--- config.mk ---
export PLATFORM = sky130hd
export DESIGN_NAME = lru_cache_set_lookup
export DESIGN_NICKNAME = d
export VERILOG_FILES = /design/src/design/lcsl_pkg.sv /design/src/design/lcsl_pick.sv /design/src/design/lru_cache_set_lookup.sv
export SDC_FILE = /design/constraint.sdc
export NUM_CORES = 1
export LEC_CHECK = 0
export BUFFER_PORTS_ARGS = -buffer_cell sky130_fd_sc_hd__buf_2
export CORE_MARGIN = 3
export CORE_UTILIZATION = 52
export CTS_CLUSTER_DIAMETER = 200
export DETAILED_ROUTE_END_ITERATION = 16
export PLACE_DENSITY = 0.76
export SKIP_CTS_REPAIR_TIMING = 1
export SYNTH_ARGS = -nofsm -noshare
export SYNTH_HDL_FRONTEND = slang
export SYNTH_HIERARCHICAL = 1
export SYNTH_SLANG_ARGS = --single-unit
--- constraint.sdc ---
create_clock -name clk -period 10.7 [get_ports clk]
set_input_delay 1.605 -clock clk [delete_from_list [all_inputs] [get_ports clk]]
set_output_delay 1.605 -clock clk [all_outputs]
set_load 0.02 [all_outputs]
--- src/design/lcsl_pkg.sv ---
// Shared types and constants for the LRU cache set lookup.
// Used by lcsl_pick and lru_cache_set_lookup; depends on nothing.
package lcsl_pkg;

  localparam int WAYS      = 4;
  localparam int TAG_BITS  = 32;
  localparam int IN_BITS   = 32;
  localparam int WAY_BITS  = (WAYS > 1) ? $clog2(WAYS) : 1;
  localparam int AGE_BITS  = WAY_BITS;
  localparam int OUT_BITS  = 2;

  localparam logic [AGE_BITS-1:0] AGE_OLDEST = AGE_BITS'(WAYS - 1);

  typedef enum logic [OUT_BITS-1:0] {
    OUT_HIT   = 2'd0,
    OUT_FILL  = 2'd1,
    OUT_EVICT = 2'd2
  } outcome_t;

  typedef logic [TAG_BITS-1:0] tag_t;
  typedef logic [AGE_BITS-1:0] age_t;
  typedef logic [WAY_BITS-1:0] way_t;

  typedef struct packed {
    outcome_t outcome;
    way_t     way;
    age_t     ref_age;
  } pick_t;

endpackage

--- src/design/lcsl_pick.sv ---
// Way selection for one access: parallel tag compare, free-way search, victim search.
// Depends on lcsl_pkg.
module lcsl_pick (
  input  logic [lcsl_pkg::WAYS-1:0] way_valid,
  input  lcsl_pkg::tag_t            way_tag [lcsl_pkg::WAYS],
  input  lcsl_pkg::age_t            way_age [lcsl_pkg::WAYS],
  input  lcsl_pkg::tag_t            tag,
  output lcsl_pkg::pick_t           pick
);

  logic           hit;
  logic           have_free;
  lcsl_pkg::way_t hit_way;
  lcsl_pkg::way_t free_way;
  lcsl_pkg::way_t old_way;

  always_comb begin
    hit       = 1'b0;
    hit_way   = '0;
    have_free = 1'b0;
    free_way  = '0;
    old_way   = '0;
    for (int i = lcsl_pkg::WAYS - 1; i >= 0; i--) begin
      if (way_valid[i] && way_tag[i] == tag) begin
        hit     = 1'b1;
        hit_way = lcsl_pkg::WAY_BITS'(i);
      end
      if (way_age[i] == lcsl_pkg::AGE_OLDEST) begin
        old_way = lcsl_pkg::WAY_BITS'(i);
      end
    end
    for (int i = 0; i < lcsl_pkg::WAYS; i++) begin
      if (!way_valid[i]) begin
        have_free = 1'b1;
        free_way  = lcsl_pkg::WAY_BITS'(i);
      end
    end
  end

  always_comb begin
    if (hit) begin
      pick.outcome = lcsl_pkg::OUT_HIT;
      pick.way     = hit_way;
      pick.ref_age = way_age[hit_way];
    end else if (have_free) begin
      pick.outcome = lcsl_pkg::OUT_FILL;
      pick.way     = free_way;
      pick.ref_age = lcsl_pkg::AGE_OLDEST;
    end else begin
      pick.outcome = lcsl_pkg::OUT_EVICT;
      pick.way     = old_way;
      pick.ref_age = way_age[old_way];
    end
  end

endmodule

--- src/design/lru_cache_set_lookup.sv ---
// Top level of one cache set with true LRU age counters.
// Depends on lcsl_pkg and lcsl_pick.
//
//  channel  | valid     | stall     | payload
//  ---------+-----------+-----------+----------------------
//  request  | in_valid  | in_stall  | access_tag
//  result   | out_valid | out_stall | outcome, way_used
//
// One request per cycle while in_stall is low; the result is registered as the request leaves the input register.
// A request sits in the input register, then tag compare, way pick and age update
// run combinationally as it moves into the result register.
// Reset clears all way valid bits and both registers' valid flags.
// A stalled result holds the input register; in_stall rises only when both are full.
module lru_cache_set_lookup (
  input  logic                         clk,
  input  logic                         rst,
  input  logic                         in_valid,
  output logic                         in_stall,
  input  logic [lcsl_pkg::IN_BITS-1:0] access_tag,
  output logic                         out_valid,
  input  logic                         out_stall,
  output logic [lcsl_pkg::OUT_BITS-1:0] outcome,
  output logic [1:0]                   way_used
);

  logic                      req_valid;
  lcsl_pkg::tag_t            req_tag;
  logic [lcsl_pkg::WAYS-1:0] way_valid;
  lcsl_pkg::tag_t            way_tag [lcsl_pkg::WAYS];
  lcsl_pkg::age_t            way_age [lcsl_pkg::WAYS];
  lcsl_pkg::pick_t           pick;
  lcsl_pkg::outcome_t        res_outcome;
  lcsl_pkg::way_t            res_way;
  logic                      advance;

  assign advance   = req_valid && (!out_valid || !out_stall);
  assign in_stall  = req_valid && !advance;
  assign outcome   = res_outcome;
  assign way_used  = res_way[1:0];

  lcsl_pick u_pick (
    .way_valid (way_valid),
    .way_tag   (way_tag),
    .way_age   (way_age),
    .tag       (req_tag),
    .pick      (pick)
  );

  always_ff @(posedge clk) begin
    if (rst) begin
      req_valid <= 1'b0;
    end else if (!in_stall) begin
      req_valid <= in_valid;
    end
    if (!in_stall && in_valid) begin
      req_tag <= access_tag[lcsl_pkg::TAG_BITS-1:0];
    end
  end

  always_ff @(posedge clk) begin
    if (rst) begin
      out_valid <= 1'b0;
    end else if (advance) begin
      out_valid <= 1'b1;
    end else if (!out_stall) begin
      out_valid <= 1'b0;
    end
    if (advance) begin
      res_outcome <= pick.outcome;
      res_way     <= pick.way;
    end
  end

  always_ff @(posedge clk) begin
    if (rst) begin
      way_valid <= '0;
    end else if (advance) begin
      way_valid[pick.way] <= 1'b1;
    end
  end

  always_ff @(posedge clk) begin
    if (advance) begin
      for (int i = 0; i < lcsl_pkg::WAYS; i++) begin
        if (way_valid[i] && way_age[i] < pick.ref_age) begin
          way_age[i] <= way_age[i] + lcsl_pkg::AGE_BITS'(1);
        end
      end
      way_age[pick.way] <= '0;
      if (pick.outcome != lcsl_pkg::OUT_HIT) begin
        way_tag[pick.way] <= req_tag;
      end
    end
  end

`ifndef SYNTHESIS
  a_fill_free_way: assert property (@(posedge clk) disable iff (rst)
    advance && pick.outcome == lcsl_pkg::OUT_FILL |-> !way_valid[pick.way])
    else $error("fill picked a valid way");

  a_evict_full: assert property (@(posedge clk) disable iff (rst)
    advance && pick.outcome == lcsl_pkg::OUT_EVICT |-> &way_valid)
    else $error("eviction with a free way");

  a_advance_result: assert property (@(posedge clk) disable iff (rst)
    advance |=> out_valid && res_way == $past(pick.way))
    else $error("advanced request left no result");
`endif

endmodule
==> summary.md, run 1 <==
| Metric | Value |
|---|---|
| Status | complete, no violations |
| Die Area | between 15000 and 20000 sq um |
| Layout cell share with drive strength beyond 1 | 0.173 |
| HPWL after DPL | between 9000 and 10000 um |
| Setup slack, reg-to-reg | 6670 ps |
| Layout area overhead | 13.5% |
| Chip Width | between 100 and 150 um |
| Ant diodes | 0 |
| Tightest Pin Transition | 1050 ps |
| Root Buffer | clkbuf_16 |
| CP Capture Type | register |
| Final Non-Filler Cells | 697 |
| YS warnings | 6 |
| Post-synthesis sequential area ratio | 0.722 |
| Clk sinks | between 150 and 200 |
| Final setup skew | 9.22 ps |
| Routed vias | 3854 |
| CP Class | register to register |
| Core ar. | 13500 sq um |
| Largest net degree at the start of global routing | 33 |
| Clk_lat worst skew | 430 ps |
| First-pass GRT wire length | 21700 um |
| H-tree depth | 4 |
| Die H | between 100 and 150 um |
| Area contributors post-synth | edfxtp_1, xor2_1, xnor2_1, nor4_1, dfxtp_1 |
| Yosys top cell by area | edfxtp_1 |
| Pwr Density | approximately 170 nW/um^2 |
| Syn_nets | a little under 500 |
| Gr ovfl total | 0 |
| Slew Viols, Final | 0 |
| Top cell by count, worst path | nor2b_2 |
| Drc violations | 0 |
| Post-synthesis cell area | 7320 sq um |
| Slew HR | 0.296 |
| Nets@finish | 549 |
| Initial DRC count | between 300 and 400 |
| Top FF cell, synth | edfxtp_1 |
| Hold slack final | a little over 500 ps |
| Hold Vio Cnt, Final | 0 |
| CTS tree | built |
| Clk buf depth | 2 |
| # rows | 42 |
| Syn Area/Cell | 16.4 sq um |
| Maxcap violations | 0 |
| First-pass iteration count of the detailed router | 5 |
| Minimum clock period | 4030 ps |
| Starting Density | 0.542 |
| Crit-path slowest cell | or4_1 |
| Setup TNS | 0 ps |
| Top cell type's share of synthesized area | 0.705 |
| Clock slew at reported path FFs | 60 ps |
| Total clock buffers created by CTS | 17 |
| CP Cell Sequence | xor2_1 -> nor4_1 -> nand4_1 -> or4_1 -> a21oi_1 -> nor2b_2 -> nor2b_2 -> buf_4 |
| DR WL/cell | 20.1 um |
| Period utilization | 0.376 |
| Detail Route Antenna Nets | 0 |
| Critical Path Max Stage Delay | 710 ps |
| Max FO, Critical Path | 32 |
| Initial antenna violation count | 0 |
| Cell variety after synth | 43 |
| Via-to-Cell Ratio | 5.53 |
| Max Clk Rate | 248 MHz |
| Critical path arrival | 4100 ps |
| PortBufs | 41 |
| Unrepaired setup endpoints after global routing | false |
| Number of I/O pins | 42 |
| Yosys reg bits | approximately 180 |
| Number of cells after detailed placement | 666 |
| Worst vdd ir | 123 uV |
| # setup viols final | 0 |
| Detailed Route WL | 14000 um |
| Worst path required time | between 10000 and 15000 ps |
| Synth Instances | between 400 and 500 |
| Async set-reset flop share out of synthesis | 0 |
| Final GP Congestion | 0.865 |
| Tot GR Track Use | 0.186 |
| Critical path startpoint category | register |
| EDFF count, synth | 172 |
| Leak | 2.80 nW |
| Vias in the first global route | 3851 |
| HP Class | register to register |
-- kinds of logic after synthesis --
| kind of cell | after synthesis | share of synthesized area |
|---|---|---|
| buf+inv | 9 | 0.00478 |
| simple gates | 97 | 0.0807 |
| compound gates | 27 | 0.0292 |
| fa+ha+maj | 4 | 0.00684 |
| flops | 178 | 0.722 |
| xor+xnor | 131 | 0.157 |
-- placed cells by master (no fill, tap or decap), types with 2 or more instances in the layout --
| cell type | n |
|---|---|
| o22a_1 | 2 |
| nand4b_1 | 2 |
| a21oi_1 | 6 |
| and4bb_2 | 3 |
| o21bai_1 | 2 |
| inv_6 | 2 |
| clkinv_4 | 2 |
| o311a_1 | 2 |
| clkbuf_16 | 17 |
| clkinv_1 | 2 |
| clkinv_2 | 3 |
| ha_1 | 4 |
| nand3_1 | 7 |
| nand2b_1 | 7 |
| dfxtp_1 | 6 |
| edfxtp_1 | 172 |
| buf_4 | 4 |
| nor2_1 | 13 |
| nor2b_2 | 3 |
| nor3_1 | 9 |
| buf_2 | 41 |
| xnor2_1 | 39 |
| nand2_1 | 8 |
| inv_1 | 8 |
| clkinvlp_4 | 4 |
| nand4_1 | 10 |
| xor2_1 | 92 |
| nor4_1 | 22 |
| a31oi_1 | 5 |
-- synth_stat cells, drive strengths merged (2+ instances only) --
| master | number |
|---|---|
| a21oi | 6 |
| nor2b | 4 |
| or4 | 2 |
| a31oi | 5 |
| o22a | 2 |
| dfxtp | 6 |
| nor4 | 23 |
| o311a | 2 |
| nor2 | 14 |
| edfxtp | 172 |
| nand4b | 2 |
| inv | 8 |
| ha | 4 |
| xnor2 | 39 |
| nand2b | 7 |
| nor3 | 11 |
| nand3 | 7 |
| xor2 | 92 |
| nand2 | 8 |
| o21bai | 2 |
| o21ai | 2 |
| and4bb | 4 |
| and3 | 2 |
| nand4 | 10 |
-- flip-flops by register name, indices dropped and copies added (netlist names) --
signal,cells
way_valid,4
way_tag,128
req_tag,32
out_valid,1
way_age,8
req_valid,1
outcome,2
way_used,2
-- final timing paths --
path / start / to / depth (start not counted)
max: req_tag[5] / way_tag[91] / 8
min: req_valid / out_valid / 2
max reg2reg: req_tag[5] / way_tag[91] / 8
min reg2reg: req_valid / out_valid / 2
-- worst max-delay path: cells and delay by family (launching register included) --
kind | cells | cell delay, ps
AND/OR/NAND/NOR | 5 | 1780
AO/OA/AOI/OAI | 1 | 710
XOR/XNOR | 1 | 230
buffers and inverters | 1 | 390
flip-flops | 1 | 540
-- per-layer routing --
layer / share of wire / track usage / vias to the layer above
li1: - / - / 1805
met1: 0.44 / 0.250 / 1902
met2: 0.48 / 0.287 / 124
met3: 0.056 / 0.0549 / 23
met4: 0.023 / 0.0703 / 0
met5: 0 / 0 / -
-- where the power goes --
group	switching (W)	internal (W)	total (W)
combinational	0.0000328	0.0000269	0.0000598
clock	0.000255	0.000294	0.000548
sequential	0.0000270	0.000787	0.000814
-- final cells by class --
class | instances | area, sq um
Timing Repair Buffer | 45 | 235
Sequential cell | 178 | 5290
Inverter | 8 | 30.0
Fill cell | 994 | 5190
Tap cell | 176 | 220
Clock buffer | 18 | 429
Multi-Input combinational cell | 259 | 2020
Clock inverter | 13 | 87.6
-- metrics by stage --
step	area [sq um]	total power, W	utilization	setup slack [ps]
2_1_floorplan	7320	0.000859	-	6420
3_3_place_gp	7790	0.000886	0.577	6870
3_5_place_dp	7790	0.000889	0.577	6700
4_1_cts	8310	0.00143	0.615	6650
5_1_grt	8310	0.00147	0.615	6390
6_report	8310	0.00142	0.615	6670
(Power assumes the default switching activity.)
==> inputs of run 2 (changes only) <==
Settings changed: PLACE_DENSITY 0.76 to 0.78.
Clock period 10.7 ns to 3.7 ns, I/O delays scaled along.
==> run 2 against run 1 <==
- sequential power grew to 2.9 times the previous value
- core utilization rose by 3.6 points
- critical endpoint is now way_age[7]
- clock-buffer cell count increased by 1
- first-iteration DRC count rose by 0.77%
- die area is the same
- wire length up 4.8%
- global-route usage increased by 0.80 points
- clock power grew to 3.2 times the previous value
- clock skew shrank 2.3 ps
- critical path depth is 3 higher
- sequential share of layout area shrank 3.5 points
- highest routed layer unchanged
==> summary.md, run 2 (synthesis gave the netlist of run 1 again) <==
| Metric | Value |
|---|---|
| Status | complete, no violations (unchanged) |
| Clk buf depth | 2 (unchanged) |
| First-pass GRT wire length | 22800 um (was 21700 um) |
| Drc violations | 0 (unchanged) |
| Clock share of power | 0.407 (was 0.386) |
| Max Clk Rate | 282 MHz (was 248 MHz) |
| Final setup skew | 6.95 ps (was 9.22 ps) |
| Combinational power share | 0.055 (was 0.042) |
| CP Cell Sequence | xor2_1 -> nor4_1 -> nand3_1 -> or4_4 -> o311a_1 -> o22a_1 -> inv_1 -> ha_1 -> and4bb_2 -> xnor2_1 -> nor2_1 (was xor2_1 -> nor4_1 -> nand4_1 -> or4_1 -> a21oi_1 -> nor2b_2 -> nor2b_2 -> buf_4) |
| Detail Route Antenna Nets | 0 (unchanged) |
| Crit-path slowest cell | edfxtp_1 (was or4_1) |
| CTS tree | built (unchanged) |
| Vias in the first global route | 4094 (was 3851) |
| Gr ovfl total | 0 (unchanged) |
| First-pass iteration count of the detailed router | 5 (unchanged) |
| Largest regs | way_tag: 128 flops, req_tag: 32 flops, way_age: 8 flops (unchanged) |
| Critical Path Max Stage Delay | 520 ps (was 710 ps) |
| Power Total | 0.00433 W (was 0.00142 W) |
| Die H | 125 um (unchanged) |
| CP Capture Type | register (unchanged) |
| Minimum clock period | 3540 ps (was 4030 ps) |
| Root Buffer | clkbuf_16 (unchanged) |
| Routed vias | 4124 (was 3854) |
| Slew Viols, Final | 0 (unchanged) |
| Critical path startpoint category | register (unchanged) |
| Initial DRC count | 391 (was 388) |
| Switching share of power | 0.206 (was 0.221) |
| Hold Vio Cnt, Final | 0 (unchanged) |
| Worst Min Path Start | access_tag[7] (was req_valid) |
| Leak | 3.07 nW (was 2.80 nW) |
| HP Class | primary input to register (was register to register) |
| Setup slack, reg-to-reg | 160 ps (was 6670 ps) |
| Maxcap violations | 0 (unchanged) |
| Starting Density | 0.542 (unchanged) |
| Final GP Congestion | 0.839 (was 0.865) |
| Ant diodes | 0 (unchanged) |
| Critical path arrival | 3720 ps (was 4100 ps) |
| Nets@finish | 594 (was 549) |
| Cell Area, Placed | 8010 sq um (was 7790 sq um) |
| Clk sinks | 178 (unchanged) |
| Final setup margin | 156 ps (was 6670 ps) |
| Clock slew at reported path FFs | 60 ps (about the same) |
| DR WL/cell | 19.8 um (was 20.1 um) |
| Tightest Pin Transition | 984 ps (was 1050 ps) |
| Commonest cells after routing, fill and taps aside | edfxtp_1, xor2_1, buf_4, buf_2, xnor2_1 (was edfxtp_1, xor2_1, buf_2, xnor2_1, nor4_1) |
| Pwr Density | 492 nW/um^2 (was 171 nW/um^2) |
| H-tree depth | 4 (unchanged) |
| Layout area overhead | 20.1% (was 13.5%) |
| Core ar. | 13500 sq um (unchanged) |
| Max reg flops | 128 (unchanged) |
| Clk_lat worst skew | 430 ps (about the same) |
| Period utilization | 0.958 (was 0.376) |
| Max FO, Critical Path | 8 (was 32) |
| Reg power frac | 0.539 (was 0.572) |
| Largest net degree at the start of global routing | 33 (unchanged) |
| Layout cell share with drive strength beyond 1 | 0.246 (was 0.173) |
| Tot GR Track Use | 0.194 (was 0.186) |
| Worst vdd ir | 328 uV (was 123 uV) |
| Cell Int Power | 0.00343 W (was 0.00111 W) |
| Chip Width | 125 um (unchanged) |
| Slew HR | 0.343 (was 0.296) |
| CP Class | register to register (unchanged) |
| Cell area after layout | 8790 sq um (was 8310 sq um) |
| # setup viols final | 0 (unchanged) |
| Pre-CTS setup slack | 72.1 ps (was 6700 ps) |
| Via-to-Cell Ratio | 5.57 (was 5.53) |
| WP buf/inv | 1 (unchanged) |
| Commonest non-fill, non-tap cell in the layout | edfxtp_1 (unchanged) |
| Worst path top cell family by delay | simple AND/OR/NAND/NOR gates (unchanged) |
| Detailed Route WL | 14700 um (was 14000 um) |
| Number of cells after detailed placement | 686 (was 666) |
| Die Area | 15500 sq um (unchanged) |
| # rows | 42 (unchanged) |
| Reg-to-Reg Start | req_tag[7] (was req_tag[5]) |
| HPWL after DPL | 9480 um (was 9040 um) |
| Sw Pwr | 0.000894 W (was 0.000314 W) |
| Final Non-Filler Cells | 741 (was 697) |
| Initial antenna violation count | 0 (unchanged) |
| CP Launch Point | req_tag[7] (was req_tag[5]) |
| Number of I/O pins | 42 (unchanged) |
| Worst path required time | 3870 ps (was 10780 ps) |
| Hold slack final | 297 ps (was 519 ps) |
| PortBufs | 41 (unchanged) |
| Total clock buffers created by CTS | 17 (unchanged) |
| Top reg by flops | way_tag (unchanged) |
==> run 2: changes by cell type in the layout (fill, tap and decap cells not counted), sizes merged <==
cell	delta
inv	-2
bufinv	+3
buf	+45
clkinv	+1
clkinvlp	-4
clkbuf	+1
==> run 2: routing by layer <==
metal,wire length (um),GRT usage,vias to the layer above
met3,761,0.0515,36
met1,6300,0.258,2057
met4,493,0.0967,0
met5,0,0,-
li1,-,-,1896
met2,7120,0.296,135
==> run 2: per-stage QoR <==
stage,TNS (ps),util
2_1_floorplan,0,-
3_3_place_gp,0,0.593
3_5_place_dp,0,0.593
4_1_cts,0,0.635
5_1_grt,-5.21,0.651
6_report,0,0.651
==> run 2: cell type report <==
type                    count  area, sq um
multi-input cells         259         2050
clock buffers              19          433
fillers                   906         4710
repair buffers             90          636
well taps                 176          220
flip-flops and latches    178         5290
clock inverters            11          140
inverters                   8         30.0
==> run 2: final timing paths <==
check                 to  cells after the start
max reg2reg   way_age[7]                     11
min reg2reg  way_tag[18]                      0
min           req_tag[7]                      1
max           way_age[7]                     11
==> run 2: power by group through the flow <==
stage / clock [W] / combinational, W / sequential (W)
floorplan: 0 / 0.000110 / 0.00237
global placement: 0 / 0.000198 / 0.00238
detailed placement: 0 / 0.000203 / 0.00238
CTS: 0.00179 / 0.000205 / 0.00234
global route: 0.00187 / 0.000257 / 0.00234
finish: 0.00176 / 0.000236 / 0.00233
